### src/rtl/amre_pkg.sv
// Shared types and constants for the alpha mask run extractor.
// Used by the front, queue, back and top-level modules; no dependencies.
`timescale 1ns / 1ps

package amre_pkg;

  localparam int RECT_W    = 13;
  localparam int COUNT_W   = 24;
  localparam int CFG_IDX_W = 2;
  localparam int ALPHA_W   = 8;
  localparam int QDEPTH    = 4;
  localparam int QPTR_W    = $clog2(QDEPTH);

  // configuration register indexes
  localparam logic [CFG_IDX_W-1:0] CFG_IMAGE_WIDTH  = 2'd0;
  localparam logic [CFG_IDX_W-1:0] CFG_IMAGE_HEIGHT = 2'd1;

  localparam logic [RECT_W-1:0] CFG_WIDTH_RESET  = 13'd640;
  localparam logic [RECT_W-1:0] CFG_HEIGHT_RESET = 13'd480;

  // result item kinds
  localparam logic KIND_RUN     = 1'b0;
  localparam logic KIND_SUMMARY = 1'b1;

  localparam logic [RECT_W-1:0]  BOX_SENTINEL = '1;
  localparam logic [COUNT_W-1:0] COUNT_MAX    = '1;

  // one queued event: a closed run, a frame end, or both
  typedef struct packed {
    logic              has_run;
    logic              has_sum;
    logic [RECT_W-1:0] left;
    logic [RECT_W-1:0] top;
    logic [RECT_W-1:0] right;
  } amre_evt_t;

endpackage

### src/rtl/amre_front.sv
// Front end: accepts pixels, tracks column/row and open run, classifies events.
// Depends on amre_pkg; pushes events into amre_queue.
`timescale 1ns / 1ps

module amre_front #(
  parameter int MAX_DIM = 4096
) (
  input  logic                          clk,
  input  logic                          rst_n,
  input  logic [amre_pkg::RECT_W-1:0]   image_width,
  input  logic [amre_pkg::RECT_W-1:0]   image_height,
  input  logic                          in_valid,
  output logic                          in_ready,
  input  logic [amre_pkg::ALPHA_W-1:0]  in_pixel_alpha,
  input  logic                          q_full,
  output logic                          q_push,
  output amre_pkg::amre_evt_t           q_data
);
  import amre_pkg::*;

  localparam int CW = $clog2(MAX_DIM);
  localparam int XW = CW + 1;

  function automatic logic [XW-1:0] clamp_dim(input logic [RECT_W-1:0] v);
    if (v == '0) begin
      return XW'(1);
    end else if (32'(v) > MAX_DIM) begin
      return XW'(MAX_DIM);
    end else begin
      return XW'(v);
    end
  endfunction

  logic [CW-1:0] col_r, col_nxt;
  logic [CW-1:0] row_r, row_nxt;
  logic          open_r, open_nxt;
  logic [CW-1:0] start_r, start_nxt;

  logic [XW-1:0] w, h, col_inc, row_inc;
  logic          accept, opaque, last_col, last_row;
  logic [CW-1:0] run_left;

  assign w        = clamp_dim(image_width);
  assign h        = clamp_dim(image_height);
  assign col_inc  = {1'b0, col_r} + XW'(1);
  assign row_inc  = {1'b0, row_r} + XW'(1);
  assign last_col = col_inc >= w;
  assign last_row = row_inc >= h;
  assign opaque   = in_pixel_alpha != '0;
  assign in_ready = !q_full;
  assign accept   = in_valid && in_ready;
  assign run_left = open_r ? start_r : col_r;

  always_comb begin
    q_data         = '0;
    q_data.top     = RECT_W'(row_r);
    q_data.left    = RECT_W'(run_left);
    q_data.has_sum = last_col && last_row;
    if (opaque) begin
      q_data.has_run = last_col;
      q_data.right   = RECT_W'(col_inc);
    end else begin
      q_data.has_run = open_r;
      q_data.left    = RECT_W'(start_r);
      q_data.right   = RECT_W'(col_r);
    end
  end

  assign q_push = accept && (q_data.has_run || q_data.has_sum);

  always_comb begin
    col_nxt   = col_r;
    row_nxt   = row_r;
    open_nxt  = open_r;
    start_nxt = start_r;
    if (accept) begin
      if (last_col && last_row) begin
        col_nxt   = '0;
        row_nxt   = '0;
        open_nxt  = 1'b0;
        start_nxt = '0;
      end else if (last_col) begin
        col_nxt  = '0;
        row_nxt  = CW'(row_inc);
        open_nxt = 1'b0;
        if (opaque && !open_r) begin
          start_nxt = col_r;
        end
      end else begin
        col_nxt   = CW'(col_inc);
        open_nxt  = opaque;
        start_nxt = run_left;
      end
    end
  end

  always_ff @(posedge clk) begin
    if (!rst_n) begin
      col_r   <= '0;
      row_r   <= '0;
      open_r  <= 1'b0;
      start_r <= '0;
    end else begin
      col_r   <= col_nxt;
      row_r   <= row_nxt;
      open_r  <= open_nxt;
      start_r <= start_nxt;
    end
  end

endmodule

### src/rtl/amre_queue.sv
// Short event queue between front and back ends.
// Depends on amre_pkg for the event type and depth.
`timescale 1ns / 1ps

module amre_queue (
  input  logic                clk,
  input  logic                rst_n,
  input  logic                push,
  input  amre_pkg::amre_evt_t push_data,
  input  logic                pop,
  output amre_pkg::amre_evt_t head,
  output logic                full,
  output logic                empty
);
  import amre_pkg::*;

  amre_evt_t            slot_r [QDEPTH];
  logic [QPTR_W-1:0]    wr_ptr_r, wr_ptr_nxt;
  logic [QPTR_W-1:0]    rd_ptr_r, rd_ptr_nxt;
  logic [QPTR_W:0]      count_r, count_nxt;
  logic                 do_pop;

  assign full   = count_r == (QPTR_W + 1)'(QDEPTH);
  assign empty  = count_r == '0;
  assign head   = slot_r[rd_ptr_r];
  assign do_pop = pop && !empty;

  always_comb begin
    wr_ptr_nxt = push ? wr_ptr_r + QPTR_W'(1) : wr_ptr_r;
    rd_ptr_nxt = do_pop ? rd_ptr_r + QPTR_W'(1) : rd_ptr_r;
    count_nxt  = count_r;
    if (push && !do_pop) begin
      count_nxt = count_r + (QPTR_W + 1)'(1);
    end else if (!push && do_pop) begin
      count_nxt = count_r - (QPTR_W + 1)'(1);
    end
  end

  always_ff @(posedge clk) begin
    if (push) begin
      slot_r[wr_ptr_r] <= push_data;
    end
  end

  always_ff @(posedge clk) begin
    if (!rst_n) begin
      wr_ptr_r <= '0;
      rd_ptr_r <= '0;
      count_r  <= '0;
    end else begin
      wr_ptr_r <= wr_ptr_nxt;
      rd_ptr_r <= rd_ptr_nxt;
      count_r  <= count_nxt;
    end
  end

endmodule

### src/rtl/amre_back.sv
// Back end: keeps bounding box and run count, formats result items.
// Depends on amre_pkg; pops events from amre_queue.
`timescale 1ns / 1ps

module amre_back (
  input  logic                          clk,
  input  logic                          rst_n,
  input  amre_pkg::amre_evt_t           q_head,
  input  logic                          q_empty,
  output logic                          q_pop,
  output logic                          out_valid,
  input  logic                          out_ready,
  output logic                          out_item_kind,
  output logic [amre_pkg::RECT_W-1:0]   out_rect_left,
  output logic [amre_pkg::RECT_W-1:0]   out_rect_top,
  output logic [amre_pkg::RECT_W-1:0]   out_rect_right,
  output logic [amre_pkg::RECT_W-1:0]   out_rect_bottom,
  output logic [amre_pkg::COUNT_W-1:0]  out_run_total,
  output logic                          out_frame_empty,
  output logic                          out_frame_last
);
  import amre_pkg::*;

  logic [RECT_W-1:0]  box_l_r, box_l_nxt, box_t_r, box_t_nxt;
  logic [RECT_W-1:0]  box_r_r, box_r_nxt, box_b_r, box_b_nxt;
  logic [COUNT_W-1:0] count_r, count_nxt, count_inc;
  logic               sum_pend_r, sum_pend_nxt;
  logic               valid_r, valid_nxt;
  logic               kind_r, kind_nxt, empty_r, empty_nxt, last_r, last_nxt;
  logic [RECT_W-1:0]  l_r, l_nxt, t_r, t_nxt, rr_r, rr_nxt, b_r, b_nxt;
  logic [COUNT_W-1:0] total_r, total_nxt;
  logic [RECT_W-1:0]  run_bottom;
  logic               load, emit_sum;

  assign load       = !valid_r || out_ready;
  assign count_inc  = (count_r != COUNT_MAX) ? count_r + COUNT_W'(1) : count_r;
  assign run_bottom = q_head.top + RECT_W'(1);

  always_comb begin
    box_l_nxt    = box_l_r;
    box_t_nxt    = box_t_r;
    box_r_nxt    = box_r_r;
    box_b_nxt    = box_b_r;
    count_nxt    = count_r;
    sum_pend_nxt = sum_pend_r;
    valid_nxt    = valid_r && !out_ready;
    kind_nxt     = kind_r;
    l_nxt        = l_r;
    t_nxt        = t_r;
    rr_nxt       = rr_r;
    b_nxt        = b_r;
    total_nxt    = total_r;
    empty_nxt    = empty_r;
    last_nxt     = last_r;
    q_pop        = 1'b0;
    emit_sum     = 1'b0;

    if (load && sum_pend_r) begin
      emit_sum     = 1'b1;
      sum_pend_nxt = 1'b0;
      q_pop        = 1'b1;
    end else if (load && !q_empty) begin
      if (q_head.has_run) begin
        // emit the run and fold it into the box
        valid_nxt = 1'b1;
        kind_nxt  = KIND_RUN;
        l_nxt     = q_head.left;
        t_nxt     = q_head.top;
        rr_nxt    = q_head.right;
        b_nxt     = run_bottom;
        total_nxt = count_inc;
        empty_nxt = 1'b0;
        last_nxt  = 1'b0;
        count_nxt = count_inc;
        if (q_head.left < box_l_r) box_l_nxt = q_head.left;
        if (q_head.top < box_t_r) box_t_nxt = q_head.top;
        if (q_head.right > box_r_r) box_r_nxt = q_head.right;
        if (run_bottom > box_b_r) box_b_nxt = run_bottom;
        if (q_head.has_sum) begin
          sum_pend_nxt = 1'b1;
        end else begin
          q_pop = 1'b1;
        end
      end else begin
        emit_sum = 1'b1;
        q_pop    = 1'b1;
      end
    end

    if (emit_sum) begin
      valid_nxt = 1'b1;
      kind_nxt  = KIND_SUMMARY;
      last_nxt  = 1'b1;
      if (count_r == '0) begin
        l_nxt     = '0;
        t_nxt     = '0;
        rr_nxt    = '0;
        b_nxt     = '0;
        total_nxt = '0;
        empty_nxt = 1'b1;
      end else begin
        l_nxt     = box_l_r;
        t_nxt     = box_t_r;
        rr_nxt    = box_r_r;
        b_nxt     = box_b_r;
        total_nxt = count_r;
        empty_nxt = 1'b0;
      end
      // drop frame state for the next frame
      box_l_nxt = BOX_SENTINEL;
      box_t_nxt = BOX_SENTINEL;
      box_r_nxt = '0;
      box_b_nxt = '0;
      count_nxt = '0;
    end
  end

  always_ff @(posedge clk) begin
    if (!rst_n) begin
      box_l_r    <= BOX_SENTINEL;
      box_t_r    <= BOX_SENTINEL;
      box_r_r    <= '0;
      box_b_r    <= '0;
      count_r    <= '0;
      sum_pend_r <= 1'b0;
      valid_r    <= 1'b0;
    end else begin
      box_l_r    <= box_l_nxt;
      box_t_r    <= box_t_nxt;
      box_r_r    <= box_r_nxt;
      box_b_r    <= box_b_nxt;
      count_r    <= count_nxt;
      sum_pend_r <= sum_pend_nxt;
      valid_r    <= valid_nxt;
    end
  end

  always_ff @(posedge clk) begin
    kind_r  <= kind_nxt;
    l_r     <= l_nxt;
    t_r     <= t_nxt;
    rr_r    <= rr_nxt;
    b_r     <= b_nxt;
    total_r <= total_nxt;
    empty_r <= empty_nxt;
    last_r  <= last_nxt;
  end

  assign out_valid       = valid_r;
  assign out_item_kind   = kind_r;
  assign out_rect_left   = l_r;
  assign out_rect_top    = t_r;
  assign out_rect_right  = rr_r;
  assign out_rect_bottom = b_r;
  assign out_run_total   = total_r;
  assign out_frame_empty = empty_r;
  assign out_frame_last  = last_r;

endmodule

### src/rtl/alpha_mask_run_extractor_unit.sv
// Top level of the alpha mask run extractor: config registers, front, queue, back.
// Depends on amre_pkg, amre_front, amre_queue and amre_back.
`timescale 1ns / 1ps

//  channel | direction | handshake            | payload
//  --------+-----------+----------------------+-------------------------------------
//  in      | input     | in_valid / in_ready  | in_pixel_alpha
//  out     | output    | out_valid / out_ready| kind, rect l/t/r/b, run_total, flags
//  cfg     | input     | cfg_valid / cfg_ready| cfg_index, cfg_data
//
//  One pixel is taken per cycle while in_ready is high. Its event is written to
//  the queue at the transfer edge and the result enters the output register at the
//  next edge when the output is free. The back end delivers one result per cycle
//  unless out_ready stalls it; a frame end that also closes a run gives a run item
//  and then a summary. The four-entry event queue absorbs output stalls; in_ready
//  drops only when it fills. Synchronous active-low reset clears all frame state;
//  configuration is always ready and applies from the next pixel on.

module alpha_mask_run_extractor_unit #(
  parameter int MAX_DIM = 4096
) (
  input  logic                           clk,
  input  logic                           rst_n,
  input  logic                           in_valid,
  output logic                           in_ready,
  input  logic [amre_pkg::ALPHA_W-1:0]   in_pixel_alpha,
  output logic                           out_valid,
  input  logic                           out_ready,
  output logic                           out_item_kind,
  output logic [amre_pkg::RECT_W-1:0]    out_rect_left,
  output logic [amre_pkg::RECT_W-1:0]    out_rect_top,
  output logic [amre_pkg::RECT_W-1:0]    out_rect_right,
  output logic [amre_pkg::RECT_W-1:0]    out_rect_bottom,
  output logic [amre_pkg::COUNT_W-1:0]   out_run_total,
  output logic                           out_frame_empty,
  output logic                           out_frame_last,
  input  logic                           cfg_valid,
  output logic                           cfg_ready,
  input  logic [amre_pkg::CFG_IDX_W-1:0] cfg_index,
  input  logic [amre_pkg::RECT_W-1:0]    cfg_data
);
  import amre_pkg::*;

  logic [RECT_W-1:0] width_r, width_nxt, height_r, height_nxt;
  logic              q_push, q_pop, q_full, q_empty;
  amre_evt_t         q_wdata, q_head;

  assign cfg_ready = 1'b1;

  // write a known register; ignore indexes beyond the list
  always_comb begin
    width_nxt  = width_r;
    height_nxt = height_r;
    if (cfg_valid) begin
      case (cfg_index)
        CFG_IMAGE_WIDTH:  width_nxt  = cfg_data;
        CFG_IMAGE_HEIGHT: height_nxt = cfg_data;
        default: ;
      endcase
    end
  end

  always_ff @(posedge clk) begin
    if (!rst_n) begin
      width_r  <= CFG_WIDTH_RESET;
      height_r <= CFG_HEIGHT_RESET;
    end else begin
      width_r  <= width_nxt;
      height_r <= height_nxt;
    end
  end

  amre_front #(
    .MAX_DIM(MAX_DIM)
  ) u_front (
    .clk            (clk),
    .rst_n          (rst_n),
    .image_width    (width_r),
    .image_height   (height_r),
    .in_valid       (in_valid),
    .in_ready       (in_ready),
    .in_pixel_alpha (in_pixel_alpha),
    .q_full         (q_full),
    .q_push         (q_push),
    .q_data         (q_wdata)
  );

  amre_queue u_queue (
    .clk       (clk),
    .rst_n     (rst_n),
    .push      (q_push),
    .push_data (q_wdata),
    .pop       (q_pop),
    .head      (q_head),
    .full      (q_full),
    .empty     (q_empty)
  );

  amre_back u_back (
    .clk             (clk),
    .rst_n           (rst_n),
    .q_head          (q_head),
    .q_empty         (q_empty),
    .q_pop           (q_pop),
    .out_valid       (out_valid),
    .out_ready       (out_ready),
    .out_item_kind   (out_item_kind),
    .out_rect_left   (out_rect_left),
    .out_rect_top    (out_rect_top),
    .out_rect_right  (out_rect_right),
    .out_rect_bottom (out_rect_bottom),
    .out_run_total   (out_run_total),
    .out_frame_empty (out_frame_empty),
    .out_frame_last  (out_frame_last)
  );

endmodule

### config.mk
export PLATFORM = sky130hd
export DESIGN_NAME = alpha_mask_run_extractor_unit
export DESIGN_NICKNAME = d
export VERILOG_FILES = /design/src/rtl/amre_pkg.sv /design/src/rtl/amre_front.sv /design/src/rtl/amre_queue.sv /design/src/rtl/amre_back.sv /design/src/rtl/alpha_mask_run_extractor_unit.sv
export SDC_FILE = /design/constraint.sdc
export NUM_CORES = 1
export LEC_CHECK = 0
export ABC_AREA = 1
export BUFFER_PORTS_ARGS = -buffer_cell sky130_fd_sc_hd__clkbuf_2
export CAP_MARGIN = 20
export CORE_MARGIN = 3
export CORE_UTILIZATION = 40
export DETAILED_ROUTE_END_ITERATION = 6
export HOLD_SLACK_MARGIN = 0.05
export PLACE_DENSITY = 0.6
export SETUP_SLACK_MARGIN = 0.05
export SLEW_MARGIN = 40
export SYNTH_ARGS = -nofsm -noshare
export SYNTH_HDL_FRONTEND = slang
export SYNTH_SLANG_ARGS = --single-unit
### constraint.sdc
create_clock -name clk -period 10.7 [get_ports clk]
set_input_delay 1.605 -clock clk [delete_from_list [all_inputs] [get_ports clk]]
set_output_delay 1.605 -clock clk [all_outputs]
set_load 0.05 [all_outputs]
Yosys cells after proc, flatten, opt, wreduce, memory -nomap -nowiden. Memory sizes are Yosys's and may differ from the RTL's. A register that Yosys moved wholly into a read port is not among the register bits. Cells that the tools add are included.

Flip-flop bits (word level): 226. Bits in latches: 0. RAM bits: 156. ROM bits: 0. Bits of input ports: 28. Output and inout bits: 82. Logic and storage cells: 154. Memories kept: 1.

Memory list: u_queue.slot_r (depth 4, bits a word 39, read ports 1, clocked after memory_dff 1, wr ports 1, line amre_queue.sv:17) `amre_evt_t slot_r [QDEPTH];`.

$add $sub $neg: 8. Multiply operators: 0. Div/mod/pow operators: 0. Order comparisons: 8. Eq/ne operators: 5. Shift operators: 0. Mux-type cells: 65. Bitwise logic cells: 2. Reductions and logical operators: 42.

Operators with widths (number): 2-to-1 mux 13 bit (25); 2-to-1 mux 24 bit (6); 2-to-1 mux 12 bit (9); adder 12 x 1 -> 13 bit, second input constant (2); greater-or-equal comparator 13 bit (2); > comparator 13 bit (2); > comparator 13 bit, second input constant (2); logical NOT 13 bit (2); less-than comparator 13 bit (2); adder 24 x 1 -> 24 bit, second input constant (1); logical NOT 24 bit (1); inequality test 24 bit, second input constant (1); 2-to-1 mux 1 bit (21); AND reduction 4 bit (4); adder 13 x 1 -> 13 bit, second input constant (1); logical AND 1 bit (10); AND reduction 3 bit (3); AND reduction 2 bit (4); nonzero test 2 bit (4); nonzero test 8 bit (1); logical NOT 1 bit (7); 2-to-1 mux 3 bit (2); adder 2 x 1 -> 2 bit, second input constant (2); 2-to-1 mux 2 bit (2); other kinds (11) (14).

Longest topological paths before layout. Gate-level depths: netlist of run 1.

Depth in word-level cells: 11. Gate-level depth with buffers: 27. Gate-level depth less buffers: 27.

Modules after synthesis. A second synthesis of run 1 with hierarchy kept.

Cell total of the unflattened synthesis: 2337. Area, all modules: 19910.3 sq um.

By module, submodules not included: amre_back (instances 1, cells each 1168, area each 8887.3 sq um, seq. area each 3893.7 sq um); amre_queue (instances 1, cells each 460, area each 6540.0 sq um, seq. area each 5104.9 sq um); amre_front (instances 1, cells each 549, area each 3330.7 sq um, seq. area each 740.7 sq um); alpha_mask_run_extractor_unit (instances 1, cells each 160, area each 1152.4 sq um, seq. area each 520.5 sq um).

Worst setup path before layout of run 1. Ideal clock, no wire load.

Kind: input to register. From: input in_pixel_alpha[0] (netlist bit). To: memory u_queue.slot_r[0][0] (netlist bit) (enable). Library setup time: 0.435 ns. Arrival: 4.222 ns. Data required time: 10.265 ns. Path slack: 6.042 ns. Stages: 9. Path buffers: 0. Cell sequence: nor2_1 > nand2_1 > nor2_1 > inv_2 > nand3_1 > nand2_1 > nand2_1 > nand2_1 > nor2_1.

Cells in the longest elaborated chain, start to end: 6.

Ends and longest elaborated chain: start, declared (line alpha_mask_run_extractor_unit.sv:26) `input logic [amre_pkg::ALPHA_W-1:0] in_pixel_alpha,`; nonzero test 8 bit (line amre_front.sv:49) `assign opaque = in_pixel_alpha != '0;`; 2-to-1 mux 1 bit (line amre_front.sv:59) `if (opaque) begin`; logical OR 1 bit (line amre_front.sv:69) `assign q_push = accept && (q_data.has_run || q_data.has_sum);`; logical AND 1 bit (line amre_front.sv:69); 2-to-1 mux 1 bit (line amre_queue.sv:40) `if (push) begin`; 2-to-1 mux 1 bit (implied by the code) (line amre_queue.sv:41) `slot_r[wr_ptr_r] <= push_data;`; end, declared (line amre_queue.sv:17).

Every way passes these cells.

Final worst setup path of run 1.
From: register u_front.col_r[0]. To: register u_queue.count_r[1].

Elaborated cells on any way between the ends: 11. Those cells by class: 1 x add/sub; 1 x order compare; 2 x mux; 7 x reduce/logical.

RTL lines: start, declared (line amre_front.sv:34) `logic [CW-1:0] col_r, col_nxt;`; start signal, assigned (line amre_front.sv:104) `col_r <= col_nxt;`; adder 12 x 1 -> 13 bit (*) (line amre_front.sv:45) `assign col_inc = {1'b0, col_r} + XW'(1);`; greater-or-equal comparator 13 bit (*) (line amre_front.sv:47) `assign last_col = col_inc >= w;`; 2-to-1 mux 1 bit / logical AND 1 bit (equally long branches) (line amre_front.sv:59, amre_front.sv:58); logical OR 1 bit (*) (line amre_front.sv:69); logical AND 1 bit (*) (line amre_front.sv:69); named net q_push (line alpha_mask_run_extractor_unit.sv:45) `logic q_push, q_pop, q_full, q_empty;`; logical AND 1 bit (*) (line amre_queue.sv:32) `if (push && !do_pop) begin`; 2-to-1 mux 3 bit (*) (line amre_queue.sv:32); named net u_queue.count_nxt[1] (line amre_queue.sv:20) `logic [QPTR_W:0] count_r, count_nxt;`; end signal, assigned (line amre_queue.sv:53) `count_r <= count_nxt;`; end, declared (line amre_queue.sv:20).

The timed path passes the listed nets; every way through them passes the cells marked *. A chain may end at the register's enable or synchronous reset.

==> results of run 1 <==
[layer usage]
layer	global-route usage	vias to the layer above	wire length, um
li1	-	7559	-
met1	0.264	7040	22400
met2	0.301	361	21100
met3	0.0286	71	2430
met4	0.0490	0	981
met5	0	-	0
[cell families (layout without fill, tap and decap cells)]
| family | Yosys count | after routing | synth area share |
|---|---|---|---|
| AOI/OAI and AO/OA | 365 | 365 | 0.106 |
| xor gates and xnor gates | 28 | 28 | 0.0132 |
| adders and majority gates | 85 | 85 | 0.0559 |
| buffers and inverters | 346 | 450 | 0.0783 |
| DFF | 384 | 384 | 0.523 |
| other | 1 | 1 | 0.000196 |
| and+or+nand+nor | 1003 | 1003 | 0.223 |
[worst min-delay path: cells and delay by family, from the launching register on]
kind / cells / cell delay (ns)
DFF: 1 / 0.32
and+or+nand+nor: 2 / 0.11
[sequential cells by signal, summed over array words and instances (netlist names), 2 cells and up, named ones only]
signal,flops
u_queue.slot_r,156
u_back.count_r,24
u_back.out_run_total,24
height_r,13
u_back.box_b_r,13
u_back.box_l_r,13
u_back.box_r_r,13
u_back.box_t_r,13
u_back.out_rect_bottom,13
u_back.out_rect_left,13
u_back.out_rect_right,13
u_back.out_rect_top,13
width_r,13
u_front.col_r,12
u_front.row_r,12
u_front.start_r,12
u_queue.count_r,3
u_queue.rd_ptr_r,2
u_queue.wr_ptr_r,2
[where the power goes]
part	internal (mW)	switching (mW)	total [mW]	leakage, nW
registers	2.03	0.178	2.21	3.55
logic	0.706	2.11	2.81	5.02
clock network	0.898	0.626	1.52	0.726
[layout by cell type, fill, tap and decap left out, types with 3 or more instances in the layout]
master / instances
nor3_1: 22
nor4_1: 11
o21ai_0: 158
or2_2: 3
clkinv_2: 12
clkbuf_8: 6
o22ai_1: 39
a32oi_1: 13
inv_2: 9
xor2_1: 25
nor2_2: 5
a21oi_1: 103
a21oi_4: 3
nor2_4: 9
inv_1: 237
clkbuf_2: 108
nand2_1: 549
o211ai_1: 4
ha_1: 84
nand3_1: 167
nand3_2: 5
nor2_1: 187
o21ai_1: 23
inv_6: 3
dfxtp_1: 149
buf_4: 12
a21oi_2: 6
nor3_2: 5
nand2_2: 11
clkbuf_16: 44
a31oi_1: 5
nand4_1: 19
clkinv_4: 3
bufinv_16: 4
clkinv_1: 3
nand2_4: 4
clkinvlp_4: 4
edfxtp_1: 233
[cell type report]
| cell class | instances | area share |
|---|---|---|
| clock inverters | 28 | 0.0131 |
| inverters | 249 | 0.0436 |
| clock buffers | 52 | 0.0554 |
| multi-input cells | 1482 | 0.357 |
| well taps | 607 | 0.0353 |
| repair buffers | 121 | 0.0298 |
| flip-flops and latches | 384 | 0.466 |
[worst paths after layout]
kind | startpoint | endpoint | slack, ns | cells after the start
max | u_front.col_r[0] | u_queue.count_r[1] | 5.76 | 22
min | u_back.box_l_r[7] | u_back.box_l_r[7] | 0.47 | 2
max reg2reg | u_front.col_r[0] | u_queue.count_r[1] | 5.76 | 22
min reg2reg | u_back.box_l_r[7] | u_back.box_l_r[7] | 0.47 | 2
[per-stage QoR]
stage	power, mW	setup WS, ns	hold WS, ns
global route	7.00	5.19	0.499
finish	6.55	5.76	0.471
detailed placement	5.05	5.64	0.457
floorplan	4.40	6.04	0.436
CTS	6.59	5.74	0.470
global placement	5.00	5.73	0.452
==> summary.md, run 1 <==
| Metric | Value |
|---|---|
| Initial DRC Count | `1,229` |
| Synth cell count leaders | `551 x nand2_1, 237 x inv_1, 233 x edfxtp_1` |
| Mapped Area | `19,200 um2` |
| Min-delay worst type | `reg2reg` |
| Top-count cell post-synth | `nand2_1` |
| Worst path most repeated cell | `nand2_1` |
| Cell count after synthesis | `2,212` |
| GRT overflow | `0` |
| Routed via count | `15.0k` |
| Clk slew on worst S/H paths | `0.06 ns` |
| Final std cells w/o fill | `2,923` |
| Sequential share of the synthesized area | `0.523` |
| Root buf cell | `clkbuf_16` |
| Fillers | `4,546` |
| CP Launch Type | `register` |
| Crit-path max FO | `16` |
| Final WL | `47,000 um` |
| CTS tree | `yes` |
| Final #Nets | `2,394` |
| Placed Area | `20,000 um2` |
| GRT Total Usage | `0.186` |
| Global-route wire length before repair | `76,100 um` |
| Async S/R FF share, synth | `0` |
| Leakage | `9.30 nW` |
| CP Buf/Inv Count | `2` |
| Routed length per instance | `16.1 um` |
| CP required | `11.14 ns` |
| Critical path arrival | `5.38 ns` |
| Top FF cell, synth | `edfxtp_1` |
| Area Overhead vs Synth | `12.3%` |
| Die X | `225 um` |
| Avg Inst Size Synth | `8.66 um2` |
| Final hold viol count | `0` |
| Yosys reg bits | `384` |
| Syn. warnings | `0` |
| Dpl cells | `2,843` |
| Setup Fix Bufs, Post-CTS | `0` |
| DR DRC count | `0` |
| Layout cells sized above 1 | `0.115` |
| Delay-heaviest family, CP | `simple AND/OR/NAND/NOR gates` |
| Synth Net Count | `2,325` |
| CTS buffer count | `43` |
| Yosys top cell area share | `0.365` |
| Final Cycle Share | `0.462` |
| Clk sinks | `384` |
| Clock skew | `0.0276 ns` |
| Top post-synthesis cells by area | `edfxtp_1 37%, dfxtp_1 16%, nand2_1 11%, ha_1 5.5%, inv_1 4.6%` |
| Pwr/cell area | `304 nW/um2` |
| Via-to-Cell Ratio | `5.14` |
| Maximum clock path buffer count | `3` |
| Fin Setup TNS | `0 ns` |
| Port bufs | `108` |
| Slew Viols, Final | `0` |
| Max Cap Viol | `0` |
| DIE AREA | `50,500 um2` |
| Post-CTS sizing | `0` |
| Hold Buf Count CTS | `0` |
| Max Fclk | `202 MHz` |
| RSZ-0062 raised after global routing | `no` |
| Slowest cell on the critical path | `a21oi_4` |
| Final setup fails | `0` |
| Vias in the first global route | `14.3k` |
| Yosys top cell by area | `edfxtp_1` |
| Core area | `47,000 um2` |
| Post-route minimum period | `4.94 ns` |
| Final ANT Viol Nets | `0` |
| Slew HR | `0.444` |
| Starting density of the core | `0.408` |
| Worst setup EP type | `register` |
| Ports | `110` |
| CTS HTree Levels | `2` |
| First drt pass iteration count | `5` |
| Worst-path cell chain | `ha_1 -> nand3_1 -> nor3_2 -> nand3_1 -> nor2_1 -> xor2_1 -> ha_1 -> nand2_1 -> nand2_1 -> nand2_1 -> nand2_1 -> a21oi_4 -> nand2_4 -> nand2_2 -> nand2_1 -> nand2_1 -> inv_1 -> ha_1 -> inv_1 -> fa_1 -> o21ai_0 -> a21oi_1` |
| RePlAce Congestion | `0.862` |
| Pin slew with the least headroom to its limit | `0.825 ns` |
| Die Span Y | `225 um` |
| Largest stage delay on the critical path | `0.44 ns` |
| Antenna fix cells | `0` |
| FP Rows | `79` |
| EDFF count, synth | `233` |
| Final HPWL DP | `31,900 um` |
| Status | `complete, no violations` |
| Storage cell area | `10,000 um2` |
| Largest net degree at the start of global routing | `83` |
| Initial antenna violation count | `0` |
| Peak supply drop | `0.188 mV` |
| Yosys cell types | `50` |
| Footprint of the multi-input gates | `7670 um2` |
| CP Class | `reg2reg` |
| Final core utilization | `0.458` |
| Clock Latency Late Sink | `0.58 ns` |
| Fin area | `21,500 um2` |
No activity file was read; power rests on OpenSTA's default activity.
==> inputs of run 2 (changes only) <==
==> constraint.sdc (replaced) <==
create_clock -name clk -period 5.2 [get_ports clk]
set_input_delay 0.78 -clock clk [delete_from_list [all_inputs] [get_ports clk]]
set_output_delay 0.78 -clock clk [all_outputs]
set_load 0.05 [all_outputs]
==> summary.md, run 2 (synthesized netlist as in run 1, its figures left out) <==
| Metric | Value |
|---|---|
| Initial DRC Count | `1,227 (-0.16%)` |
| CP Buf/Inv Count | `2 (unchanged)` |
| Status | `complete, no violations` |
| Vias in the first global route | `13.8k (-3.4%)` |
| Die Span Y | `225 um (unchanged)` |
| Delay-heaviest family, CP | `simple AND/OR/NAND/NOR gates` |
| Clk slew on worst S/H paths | `0.05 ns (about the same)` |
| Critical path arrival | `5.01 ns (-0.37 ns)` |
| CP Launch Type | `register` |
| Most frequent cells in the layout | `549 x nand2_1, 237 x inv_1, 233 x edfxtp_1` |
| RSZ-0062 raised after global routing | `no` |
| Final Cycle Share | `0.871 (+0.409)` |
| Max Fclk | `221 MHz (+9.1%)` |
| Routed length per instance | `15.9 um (-1.0%)` |
| Peak supply drop | `0.293 mV (+56%)` |
| Largest net degree at the start of global routing | `75 (-9.6%)` |
| Clk sinks | `384 (unchanged)` |
| Hold WS | `0.460 ns (-0.0102 ns)` |
| CP required | `5.67 ns (-5.47 ns)` |
| Core area | `47,000 um2 (unchanged)` |
| CP Class | `reg2reg` |
| Top reg by flops | `u_queue.slot_r` |
| Pwr/cell area | `624 nW/um2 (+110%)` |
| Final #Nets | `2,397 (+0.13%)` |
| Final worst-path setup slack | `0.670 ns (-5.09 ns)` |
| Final core utilization | `0.456 (-0.00163)` |
| Crit-path max FO | `16 (unchanged)` |
| Slowest cell on the critical path | `dfxtp_1` |
| Via-to-Cell Ratio | `5.17 (+0.48%)` |
| Final WL | `46,500 um (-0.98%)` |
| Initial antenna violation count | `0 (unchanged)` |
| Starting density of the core | `0.408 (unchanged)` |
| GRT Total Usage | `0.182 (-0.00483)` |
| RePlAce Congestion | `0.902 (+4.7%)` |
| Clock skew | `0.0204 ns (-0.00717 ns)` |
| Leakage | `9.24 nW (-0.64%)` |
| Setup slack at placement | `0.727 ns (-4.91 ns)` |
| DR DRC count | `0 (unchanged)` |
| Setup Fix Bufs, Post-CTS | `0 (unchanged)` |
| Hold Buf Count CTS | `0 (unchanged)` |
| Port bufs | `108 (unchanged)` |
| Max Cap Viol | `0 (unchanged)` |
| CTS HTree Levels | `2 (unchanged)` |
| DIE AREA | `50,500 um2 (unchanged)` |
| Antenna fix cells | `0 (unchanged)` |
| FP Rows | `79 (unchanged)` |
| Layout cells sized above 1 | `0.111 (-0.00393)` |
| Slew Viols, Final | `0 (unchanged)` |
| Post-route minimum period | `4.53 ns (-0.410 ns)` |
| Final ANT Viol Nets | `0 (unchanged)` |
| GRT overflow | `0 (unchanged)` |
| Final setup fails | `0 (unchanged)` |
| Slew HR | `0.454 (+0.00943)` |
| Final hold viol count | `0 (unchanged)` |
| Fin area | `21,400 um2 (-0.35%)` |
| Largest stage delay on the critical path | `0.42 ns (-0.02 ns)` |
| CTS tree | `yes` |
| Global-route wire length before repair | `74,000 um (-2.8%)` |
| Ports | `110 (unchanged)` |
| Min-delay worst type | `reg2reg` |
| Final HPWL DP | `31,900 um (+0.24%)` |
| Commonest non-fill, non-tap cell in the layout | `nand2_1` |
| Worst path most repeated cell | `nand2_1` |
| Placed Area | `20,100 um2 (+0.20%)` |
| Maximum clock path buffer count | `3 (unchanged)` |
| Routed via count | `15.1k (+0.51%)` |
| First drt pass iteration count | `7 (+2)` |
| CTS buffer count | `42 (-2.3%)` |
| Die X | `225 um (unchanged)` |
| Worst-path cell chain | `ha_1 -> nand3_1 -> nor3_2 -> nand3_1 -> nor2_1 -> xor2_1 -> ha_1 -> nand2_1 -> nor2_2 -> nor3b_2 -> nand2_2 -> nand2_4 -> nand2_2 -> nand2_1 -> nand2_1 -> inv_1 -> ha_1 -> inv_1 -> fa_1 -> nor2_1 -> nor2_1 -> nand2_1 -> o21ai_0 -> a21oi_1` |
| Root buf cell | `clkbuf_16` |
| Pin slew with the least headroom to its limit | `0.811 ns (-0.0140 ns)` |
| Post-CTS sizing | `0 (unchanged)` |
| Worst setup EP type | `register` |
| Area Overhead vs Synth | `11.9%` |
| Clock Latency Late Sink | `0.56 ns (-0.02 ns)` |
| Fin Setup TNS | `0 ns (unchanged)` |
| Max FFs per register | `156 (unchanged)` |
run 2: cell count changes in the layout (fill, tap and decap cells not counted), moves of 2 or more:
cell        change
inv_6           -2
clkbuf_8        -6
clkbuf_1        +6
buf_4           +4
clkinv_1        +5
clkinvlp_4      +2
clkinv_2        -5
run 2: report_power, final:
group          switching (mW)  internal, mW  total (mW)  leakage [nW]
Combinational            4.44          1.47        5.92          5.04
Clock                    1.22          1.72        2.94         0.646
Sequential              0.342          4.18        4.52          3.55
Total                    6.00          7.37        13.4          9.24
run 2: cell type report:
class	instances	area (um2)
flip-flops and latches	384	10000
inverters	249	935
repair buffers	125	681
clock buffers	51	1110
multi-input cells	1482	7680
clock inverters	26	249
fillers	4500	25500
well taps	607	759
run 2: stage by stage:
step | power [mW] | cells
6_report | 13.4 | 2924
5_1_grt | 14.3 | 2924
4_1_cts | 13.5 | 2924
3_5_place_dp | 10.5 | 2847
3_3_place_gp | 10.4 | 2847
2_1_floorplan | 9.05 | 2212
run 2: path summary, 6_finish.rpt:
kind	startpoint	endpoint	slack [ns]	cells past startpoint
worst max-delay path	u_front.col_r[0]	u_queue.count_r[2]	0.67	24
worst min-delay path	u_queue.rd_ptr_r[1]	register	0.46	2
worst min register to register	u_queue.rd_ptr_r[1]	register	0.46	2
worst max register to register	u_front.col_r[0]	u_queue.count_r[2]	0.67	24
run 2: metal layers:
metal,track usage,routed length (um),vias up
met5,0,0,-
met4,0.0426,824,0
met3,0.0294,3070,59
met2,0.278,20300,439
met1,0.270,22300,7074
li1,-,-,7536
run 2: worst register-to-register path: stages (launching register included):
cell     delay, ns
dfxtp_1       0.42
ha_1          0.22
nand3_1       0.17
nor3_2        0.23
nand3_1       0.19
nor2_1        0.15
xor2_1        0.28
ha_1          0.20
nand2_1       0.06
nor2_2        0.14
nor3b_2       0.22
nand2_2       0.23
nand2_4       0.24
nand2_2       0.08
nand2_1       0.14
nand2_1       0.26
inv_1         0.13
ha_1          0.15
inv_1         0.07
fa_1          0.39
nor2_1        0.14
nor2_1        0.06
nand2_1       0.07
o21ai_0       0.07
a21oi_1       0.15
